**config.mk**
```make
export PLATFORM = sky130hd
export DESIGN_NAME = min_max_priority_queue_core
export DESIGN_NICKNAME = d
export VERILOG_FILES = /design/src/mmpq_pkg.sv /design/src/mmpq_cell.sv /design/src/min_max_priority_queue_core.sv
export SDC_FILE = /design/constraint.sdc
export NUM_CORES = 2
export LEC_CHECK = 0
export BUFFER_PORTS_ARGS = -buffer_cell sky130_fd_sc_hd__buf_2
export CORE_UTILIZATION = 50
export CTS_CLUSTER_DIAMETER = 150
export CTS_CLUSTER_SIZE = 28
export DETAILED_ROUTE_END_ITERATION = 8
export HOLD_SLACK_MARGIN = 0.02
export PLACE_DENSITY = 0.67
export RECOVER_POWER = 50
export SETUP_SLACK_MARGIN = 0.1
export SLEW_MARGIN = 10
export SYNTH_ARGS = -nofsm -noshare
export SYNTH_HDL_FRONTEND = slang
export SYNTH_SLANG_ARGS = --single-unit
```
**constraint.sdc**
```tcl
create_clock -name clk -period 5.8 [get_ports clk]
set_input_delay 0.58 -clock clk [delete_from_list [all_inputs] [get_ports clk]]
set_output_delay 0.58 -clock clk [all_outputs]
set_load 0.1 [all_outputs]
```
**src/mmpq_pkg.sv**
```systemverilog
// Shared types and codes for the min/max priority queue.
// Holds the request/result words and the per-cell control word; no dependencies.
`default_nettype none

package mmpq_pkg;

	localparam int VAL_W   = 32;
	localparam int COUNT_W = 5;

	typedef enum logic [0:0] {
		CMD_INSERT = 1'b0,
		CMD_REMOVE = 1'b1
	} cmd_t;

	typedef enum logic [1:0] {
		ST_DONE  = 2'd0,
		ST_FULL  = 2'd1,
		ST_EMPTY = 2'd2
	} status_t;

	typedef struct packed {
		cmd_t                     command;
		logic signed [VAL_W-1:0]  value;
	} request_t;

	typedef struct packed {
		status_t                  status;
		logic                     low_valid;
		logic signed [VAL_W-1:0]  low_value;
		logic                     high_valid;
		logic signed [VAL_W-1:0]  high_value;
		logic [COUNT_W-1:0]       entry_count;
	} result_t;

	// Row-wide control broadcast to every cell
	typedef struct packed {
		logic insert;
		logic remove;
	} cell_ctrl_t;

endpackage

`default_nettype wire

```
**src/mmpq_cell.sv**
```systemverilog
// One storage cell of the sorted row: holds a value and trades it with its neighbors.
// Depends on mmpq_pkg for the value width and the row control word.
`default_nettype none

module mmpq_cell (
	input  wire                               clk,
	input  mmpq_pkg::cell_ctrl_t              ctrl,
	input  wire                               occupied,
	input  wire signed [mmpq_pkg::VAL_W-1:0]  new_value,
	input  wire signed [mmpq_pkg::VAL_W-1:0]  left_value,
	input  wire                               left_lt,
	input  wire signed [mmpq_pkg::VAL_W-1:0]  right_value,
	output logic signed [mmpq_pkg::VAL_W-1:0] value_q,
	output logic                              lt
);
	import mmpq_pkg::*;

	logic signed [VAL_W-1:0] value_d;

	// Flag a held value that sorts before the incoming one
	assign lt = occupied && (value_q < new_value);

	// Keep, take the new value, shift right on insert; shift left on remove
	always_comb begin
		value_d = value_q;
		if (ctrl.insert) begin
			if (lt) begin
				value_d = value_q;
			end else if (left_lt) begin
				value_d = new_value;
			end else begin
				value_d = left_value;
			end
		end else if (ctrl.remove) begin
			value_d = right_value;
		end
	end

	always_ff @(posedge clk) begin
		value_q <= value_d;
	end

endmodule

`default_nettype wire

```
**src/min_max_priority_queue_core.sv**
```systemverilog
// Double-ended priority queue on a row of sorted cells.
// The result word and done are registered: they appear in the cycle after the request is taken (done high one cycle).
// Throughput: one request per cycle; busy stays low, since every cell decides its next
// value from its neighbors in the same cycle; the high pick is an AND-OR over the row.
// Reset clears the fill count and the strobe; cell contents are not reset.
// The receiver cannot stall: each result word is valid for exactly one cycle.
`default_nettype none

module min_max_priority_queue_core #(
	parameter int CAPACITY = 16
) (
	input  wire                clk,
	input  wire                arst_n,
	input  wire                start,
	output logic               busy,
	input  mmpq_pkg::request_t request,
	output logic               done,
	output mmpq_pkg::result_t  result
);
	import mmpq_pkg::*;

	localparam int CW = $clog2(CAPACITY + 1);

	logic [CW-1:0]            count_q;
	logic [CW-1:0]            count_d;
	logic                     done_q;
	result_t                  result_q;
	result_t                  result_d;
	logic                     accept;
	logic                     is_full;
	cell_ctrl_t               ctrl;
	logic signed [VAL_W-1:0]  cell_value [CAPACITY];
	logic [CAPACITY-1:0]      cell_lt;
	logic [CAPACITY:0]        occ;
	logic [CAPACITY-1:0]      last_hit;
	logic signed [VAL_W-1:0]  high_pick;

	assign busy    = 1'b0;
	assign accept  = start && !busy;
	assign is_full = (count_q == CW'(CAPACITY));

	// Decode the request into row-wide shift controls
	always_comb begin
		ctrl.insert = accept && (request.command == CMD_INSERT) && !is_full;
		ctrl.remove = accept && (request.command == CMD_REMOVE) && (count_q >= CW'(2));
	end

	// Build the cell row
	assign occ[CAPACITY] = 1'b0;
	for (genvar i = 0; i < CAPACITY; i++) begin : g_cell
		logic signed [VAL_W-1:0] left_v;
		logic signed [VAL_W-1:0] right_v;
		logic                    left_lt;

		assign occ[i] = (CW'(i) < count_q);

		if (i == 0) begin : g_first
			assign left_v  = request.value;
			assign left_lt = 1'b1;
		end else begin : g_mid
			assign left_v  = cell_value[i-1];
			assign left_lt = cell_lt[i-1];
		end

		if (i == CAPACITY - 1) begin : g_last
			assign right_v = cell_value[i];
		end else begin : g_inner
			assign right_v = cell_value[i+1];
		end

		mmpq_cell u_cell (
			.clk         (clk),
			.ctrl        (ctrl),
			.occupied    (occ[i]),
			.new_value   (request.value),
			.left_value  (left_v),
			.left_lt     (left_lt),
			.right_value (right_v),
			.value_q     (cell_value[i]),
			.lt          (cell_lt[i])
		);

		// Mark the topmost occupied cell
		assign last_hit[i] = occ[i] && !occ[i+1];
	end

	// Select the largest stored value
	always_comb begin
		high_pick = '0;
		for (int k = 0; k < CAPACITY; k++) begin
			high_pick = high_pick | (last_hit[k] ? cell_value[k] : '0);
		end
	end

	// Form the next count and the result word
	always_comb begin
		count_d              = count_q;
		result_d.status      = ST_DONE;
		result_d.low_valid   = 1'b0;
		result_d.low_value   = '0;
		result_d.high_valid  = 1'b0;
		result_d.high_value  = '0;
		if (request.command == CMD_INSERT) begin
			if (is_full) begin
				result_d.status = ST_FULL;
			end else begin
				count_d = count_q + CW'(1);
			end
		end else begin
			if (count_q == '0) begin
				result_d.status = ST_EMPTY;
			end else if (count_q == CW'(1)) begin
				result_d.low_valid = 1'b1;
				result_d.low_value = cell_value[0];
				count_d            = '0;
			end else begin
				result_d.low_valid  = 1'b1;
				result_d.low_value  = cell_value[0];
				result_d.high_valid = 1'b1;
				result_d.high_value = high_pick;
				count_d             = count_q - CW'(2);
			end
		end
		result_d.entry_count = COUNT_W'({{COUNT_W{1'b0}}, count_d});
	end

	// Hold the fill count and the strobe
	always_ff @(posedge clk or negedge arst_n) begin
		if (!arst_n) begin
			count_q <= '0;
			done_q  <= 1'b0;
		end else begin
			done_q <= accept;
			if (accept) begin
				count_q <= count_d;
			end
		end
	end

	// Register the result word
	always_ff @(posedge clk) begin
		if (accept) begin
			result_q <= result_d;
		end
	end

	assign done   = done_q;
	assign result = result_q;

	// Fill count stays within the row
	a_count_bound: assert property (@(posedge clk) disable iff (!arst_n)
		count_q <= CW'(CAPACITY))
		else $error("fill count beyond capacity");

	// A strobe only follows a taken request
	a_done_follows: assert property (@(posedge clk) disable iff (!arst_n)
		done |-> $past(accept))
		else $error("result strobe without request");

	// A largest value is never reported without a smallest
	a_high_needs_low: assert property (@(posedge clk) disable iff (!arst_n)
		done && result.high_valid |-> result.low_valid)
		else $error("high reported without low");

	// Reported pair is ordered
	a_pair_order: assert property (@(posedge clk) disable iff (!arst_n)
		done && result.high_valid |-> (result.low_value <= result.high_value))
		else $error("low above high");

	// A dropped insert leaves the row full
	a_full_drop: assert property (@(posedge clk) disable iff (!arst_n)
		done && (result.status == ST_FULL) |-> (count_q == CW'(CAPACITY)))
		else $error("insert dropped while not full");

endmodule

`default_nettype wire
```
**After elaboration in Yosys (flattened, before gate mapping)**

Index checks and enable logic that the tools add are counted.

- Flip-flop bits (word level): 591
- Input bits: 36
- Output and inout bits: 75
- Logic and storage cells: 249

- Add/sub/neg operators: 2
- $lt $le $gt $ge: 33
- Equal/unequal tests: 17
- Multiplexer cells: 85
- Bitwise gates (word level): 17
- Reductions and logical operators: 71

Operators by type and width:

| kind | count |
|---|---|
| $mux W32 | 76 |
| $lt A32 B32 Y1 | 16 |
| $or A32 B32 Y32 | 15 |
| $mux W66 | 1 |
| $lt A4 B5 Y1 const A | 8 |
| $logic_and A1 B1 Y1 | 35 |
| $mux W33 | 1 |
| $reduce_and A2 Y1 | 16 |
| $ne A2 B2 Y1 const B | 15 |
| $lt A3 B5 Y1 const A | 4 |
| $mux W5 | 4 |
| $logic_not A1 Y1 | 16 |
| $lt A1 B5 Y1 const A | 2 |
| $lt A2 B5 Y1 const A | 2 |
| $add A5 B1 Y5 const B | 1 |
| $eq A5 B1 Y1 const B | 1 |
| $eq A5 B5 Y1 const B | 1 |
| $ge A5 B2 Y1 const B | 1 |
| $logic_not A5 Y1 | 1 |
| $sub A5 B2 Y5 const B | 1 |
| $mux W2 | 2 |
| $reduce_or A3 Y1 | 1 |
| $not A1 Y1 | 2 |
| $reduce_bool A2 Y1 | 1 |
| 2 further kinds | 2 |

**Longest topological paths before layout**

- Depth after elaboration: 21
- Depth in mapped cells: 13
- Mapped depth without buffers: 10

**By module**

Synthesis repeated with hierarchy kept, for this count alone.

- Cell total of the unflattened synthesis: 4754
- Area, all modules: 45188.3 um2

Modules (own cells, without submodules):

| module | times used | cells each | area each (um2) | sequential area each (um2) |
|---|---|---|---|---|
| mmpq_cell at g_cell[0].u_cell ... | 12 | 257 | 2429.8 | 960.9 |
| mmpq_cell at g_cell[6].u_cell ... | 4 | 256 | 2406.1 | 960.9 |
| min_max_priority_queue_core | 1 | 646 | 6406.1 | 2342.2 |

**Worst setup path before layout**

OpenSTA, ideal clock, no wires.

- Path kind: input port to flip-flop
- Start: input request[23] (netlist name)
- End: register g_cell[5].u_cell.value_q[0] (netlist name), enable pin
- Library setup time: 466 ps
- Data arrival time: 5316 ps
- Required time: 5334 ps
- Path slack: 18 ps
- Cell stages on the path: 12
- Buffers on the path: 2
- Path through: clkbuf_1 inv_1 ha_1 a21oi_1 o21ai_0 a21o_1 a221o_1 nor3_1 a221o_1 clkbuf_1 nor3_1 o21ai_0

- Longest elaborated chain between the ends: 4

RTL lines:

| item | RTL line | text |
|---|---|---|
| from (decl) | min_max_priority_queue_core.sv:16 | `input mmpq_pkg::request_t request,` |
| $lt A32 B32 Y1 | mmpq_cell.sv:21 | `assign lt = occupied && (value_q < new_value);` |
| $logic_and A1 B1 Y1 | mmpq_cell.sv:21 |  |
| $ne A2 B2 Y1 (no line) | - |  |
| $reduce_and A2 Y1 (no line) | - |  |
| to (signal assigned) | mmpq_cell.sv:40 | `value_q <= value_d;` |
| to (decl) | mmpq_cell.sv:13 | `output logic signed [mmpq_pkg::VAL_W-1:0] value_q,` |

Every way passes these cells.
A chain may end at the register's enable or synchronous reset.

**Final worst setup path**

- Start: input request[18] (netlist name)
- End: register g_cell[13].u_cell.value_q[3] (netlist name), data pin

- Longest elaborated chain between the ends: 5

RTL lines:

| item | RTL line | text |
|---|---|---|
| $lt A32 B32 Y1 | mmpq_cell.sv:21 |  |
| $logic_and A1 B1 Y1 | mmpq_cell.sv:21 |  |
| $mux W32 | mmpq_cell.sv:29 | `end else if (left_lt) begin` |
| $mux W32 | mmpq_cell.sv:27 | `if (lt) begin` |
| $mux W32 | mmpq_cell.sv:26 | `if (ctrl.insert) begin` |
| named net g_cell[13].u_cell.value_d[3] | mmpq_cell.sv:18 | `logic signed [VAL_W-1:0] value_d;` |
| to (signal assigned) | mmpq_cell.sv:40 |  |
| to (decl) | mmpq_cell.sv:13 |  |

The timed path passes the listed nets, and every way through them passes these cells. The select of a mux whose other input is x is not followed.

==> qor.yml <==
yosys_warnings: 0
crit_family: "buffers and inverters"
busiest_layer: "met2"
crit_path_start_kind: "primary input"
final_cell_mix: "edfxtp_1, nand2_1, ha_1, a21oi_1, o211ai_1"
max_stage_delay_ns: 0.99
synth_area_per_cell_um2: 9.98
place_hpwl_um: 124000
p_per_area_nw_per_um2: 493
violations: "max-capacitance violations, max-slew violations"
slew_viol_final: 603
gp_congestion: 1.03
die-area_um2: 85900
post-route-drc-count: 0
met3_usage: 0.113
grt_use_met1: 0.557
clk_path_buf_depth: 3
synth_edf_count: 585
detail-route-antenna-nets: 0
period_minus_slack_ns: 5.18
synth_fp_nets: 4781
synthToLayoutAreaGrowth_pct: 6.38
crit_slowest_cell: "mux2_1"
critPathRequiredTime_ns: 6.19
finalSetupViolations: 0
gr-usage-met2: 0.620
ys_ff_latch: 591
crit_buf_inv: 3
multi_input_area_um2: 23400
drt_iter0_drc: 5951
dieWidth_um: 293
startpoint: "request[18]"
ios: 111
critPathKind: "primary input to register"
cts_resized: 0
grt_pass1_wl_um: 261000
numCtsBuffers: 25
arrival_ns: 5.57
final_area_um2: 45000
synth-async-reset-ratio: 0.0102
rows: 106
wl_per_cell_um: 34.2
grt_pass1_vias: 36155
placeableCoreArea_um2: 83700
period_share: 0.893
fill_cells: 7535
final_hold_viol_count: 0
die_h_um: 293
crit_path_cell_trace: "clkbuf_1 > inv_1 > ha_1 > nand4_1 > nor4_1 > o2bb2ai_1 > o21ai_0 > o211ai_1 > mux2_1 > clkbuf_1 > mux2i_1 > o21ai_0"
grt_max_degree: 183
dr_total_vias: 38884
synthCells: 4241
max-slew-margin-rel: -0.639
nNetsFinal: 4747
cts_htree_levels: 1
ir_drop_uv: 370
worstHoldPathType: "primary input to async pin"
routed_wl_um: 183000
cellLeakagePower_nw: 17.1
synth_seq_area_share: 0.418
start_util: 0.506
cts_tree: "yes"
timing.fmax_ghz: 0.193
post-cts-setup-buffers: 0
layout_commonest_cell: "edfxtp_1"
whs_ns: 0.319
synthFlopType: "edfxtp_1"
cts_root_buf: "clkbuf_16"
placed_cell_area_um2: 44700
clock_skew_ns: 0.0498
antenna_found_initial: 7
via_per_inst: 7.25
status: "complete, but fails checks"
firstDrtPassIters: 9
cts.sinks: 591
ys_types: 75
layout-drive-gt1-share: 0.0593
worstSetupEndpointType: "register"
rsz0062_at_grt: "false"
regArea_um2: 17700
overflow: 0
clk_latency_ns: 0.67
drv_cap: 16
tightestPinTransition_ns: 2.46
final_util: 0.538
worst-path-max-fanout: 17
io_buffers: 109
clk_pin_slew_ns: 0.13
track_usage: 0.419
tns_ns: 0
r2r_start: "g_cell[4].u_cell.value_q[2]"
syn_area_um2: 42300
[per-stage QoR]
| step | setup WS (ns) | std cells | power (mW) |
|---|---|---|---|
| after floorplan | 0.167 | 4241 | 14.8 |
| after global placement | 0.908 | 5313 | 19.3 |
| after detailed placement | 0.889 | 5313 | 19.5 |
| after CTS | 1.51 | 5351 | 21.8 |
| after global routing | 0.604 | 5352 | 22.9 |
| final | 0.619 | 5360 | 22.2 |
[synth_stat cells, types with 64 or more instances]
cell type | number | area [um2]
nor2_1 | 201 | 754
a221oi_1 | 78 | 683
clkbuf_1 | 224 | 841
a22oi_1 | 76 | 571
a21o_1 | 64 | 480
o211ai_1 | 235 | 1760
ha_1 | 504 | 6310
edfxtp_1 | 585 | 17600
a21oi_1 | 244 | 1220
nand4_1 | 107 | 669
a31oi_1 | 92 | 576
nand2_1 | 567 | 2130
nand3_1 | 202 | 1010
mux2i_1 | 195 | 1950
o21ai_0 | 208 | 1040
[metal layers]
| layer | wire length, um | part of all wire |
|---|---|---|
| met2 | 77800 | 0.42 |
| met1 | 68700 | 0.37 |
| met4 | 11500 | 0.063 |
| met3 | 25300 | 0.14 |
| met5 | 23 | 0.00013 |
[worst paths after layout]
kind | endpoint | slack, ns | cells past startpoint
setup / recovery | g_cell[13].u_cell.value_q[3] | 0.62 | 12
hold / removal | count_q[0] | 0.32 | 2
setup reg to reg | g_cell[5].u_cell.value_q[24] | 0.82 | 9
hold reg to reg | result[44] | 0.61 | 1
max in group asynchronous | count_q[4] | 5.17 | 2
min in group clk | result[71] | 0.36 | 2
[worst reg2reg max path, stage by stage, from the launching register on]
cell      delay (ns)
edfxtp_1        0.49
ha_1            0.33
a21o_1          0.16
a31oi_1         0.29
o21ai_0         0.25
a221oi_1        0.79
o31a_1          0.46
o211ai_1        0.16
clkbuf_2        0.98
o211ai_1        0.83
[kinds of logic (layout without fill, tap and decap cells)]
kind of cell	Yosys count	after routing	synth area share
AO/OA/AOI/OAI	1264	1264	0.200
multiplexers	232	232	0.0563
other	1	10	0.0000886
XOR/XNOR	4	4	0.000827
AND/OR/NAND/NOR	1289	1289	0.141
adder cells (fa/ha/maj)	504	504	0.149
flip-flops	591	591	0.418
buffers and inverters	356	332	0.0346
[timing repair]
| action | 4_1_cts | 5_1_grt |
|---|---|---|
| hold buffers | 1 | 0 |
| endpoints found under the hold margin | 6 | 0 |
| endpoints found under the setup margin | 0 | 0 |
[registers in the layout, indices dropped and copies added (netlist names)]
| signal | cells |
|---|---|
| count_q | 5 |
| done | 1 |
| g_cell.u_cell.value_q | 512 |
| result | 73 |
[final cells by class]
cell class,count,share of cell area
diodes,9,0.000500
multi-input cells,3294,0.519
well taps,1134,0.0315
inverters,52,0.00433
repair buffers,243,0.0356
clock inverters,2,0.000861
clock buffers,35,0.0147
flip-flops and latches,591,0.393
[power by group]
group	total, mW	leakage, nW	switching (mW)	internal [mW]
sequential	8.24	5.72	1.70	6.54
clock	2.31	0.336	1.49	0.818
combinational	11.6	11.1	8.15	3.50
(Power assumes the default switching activity.)
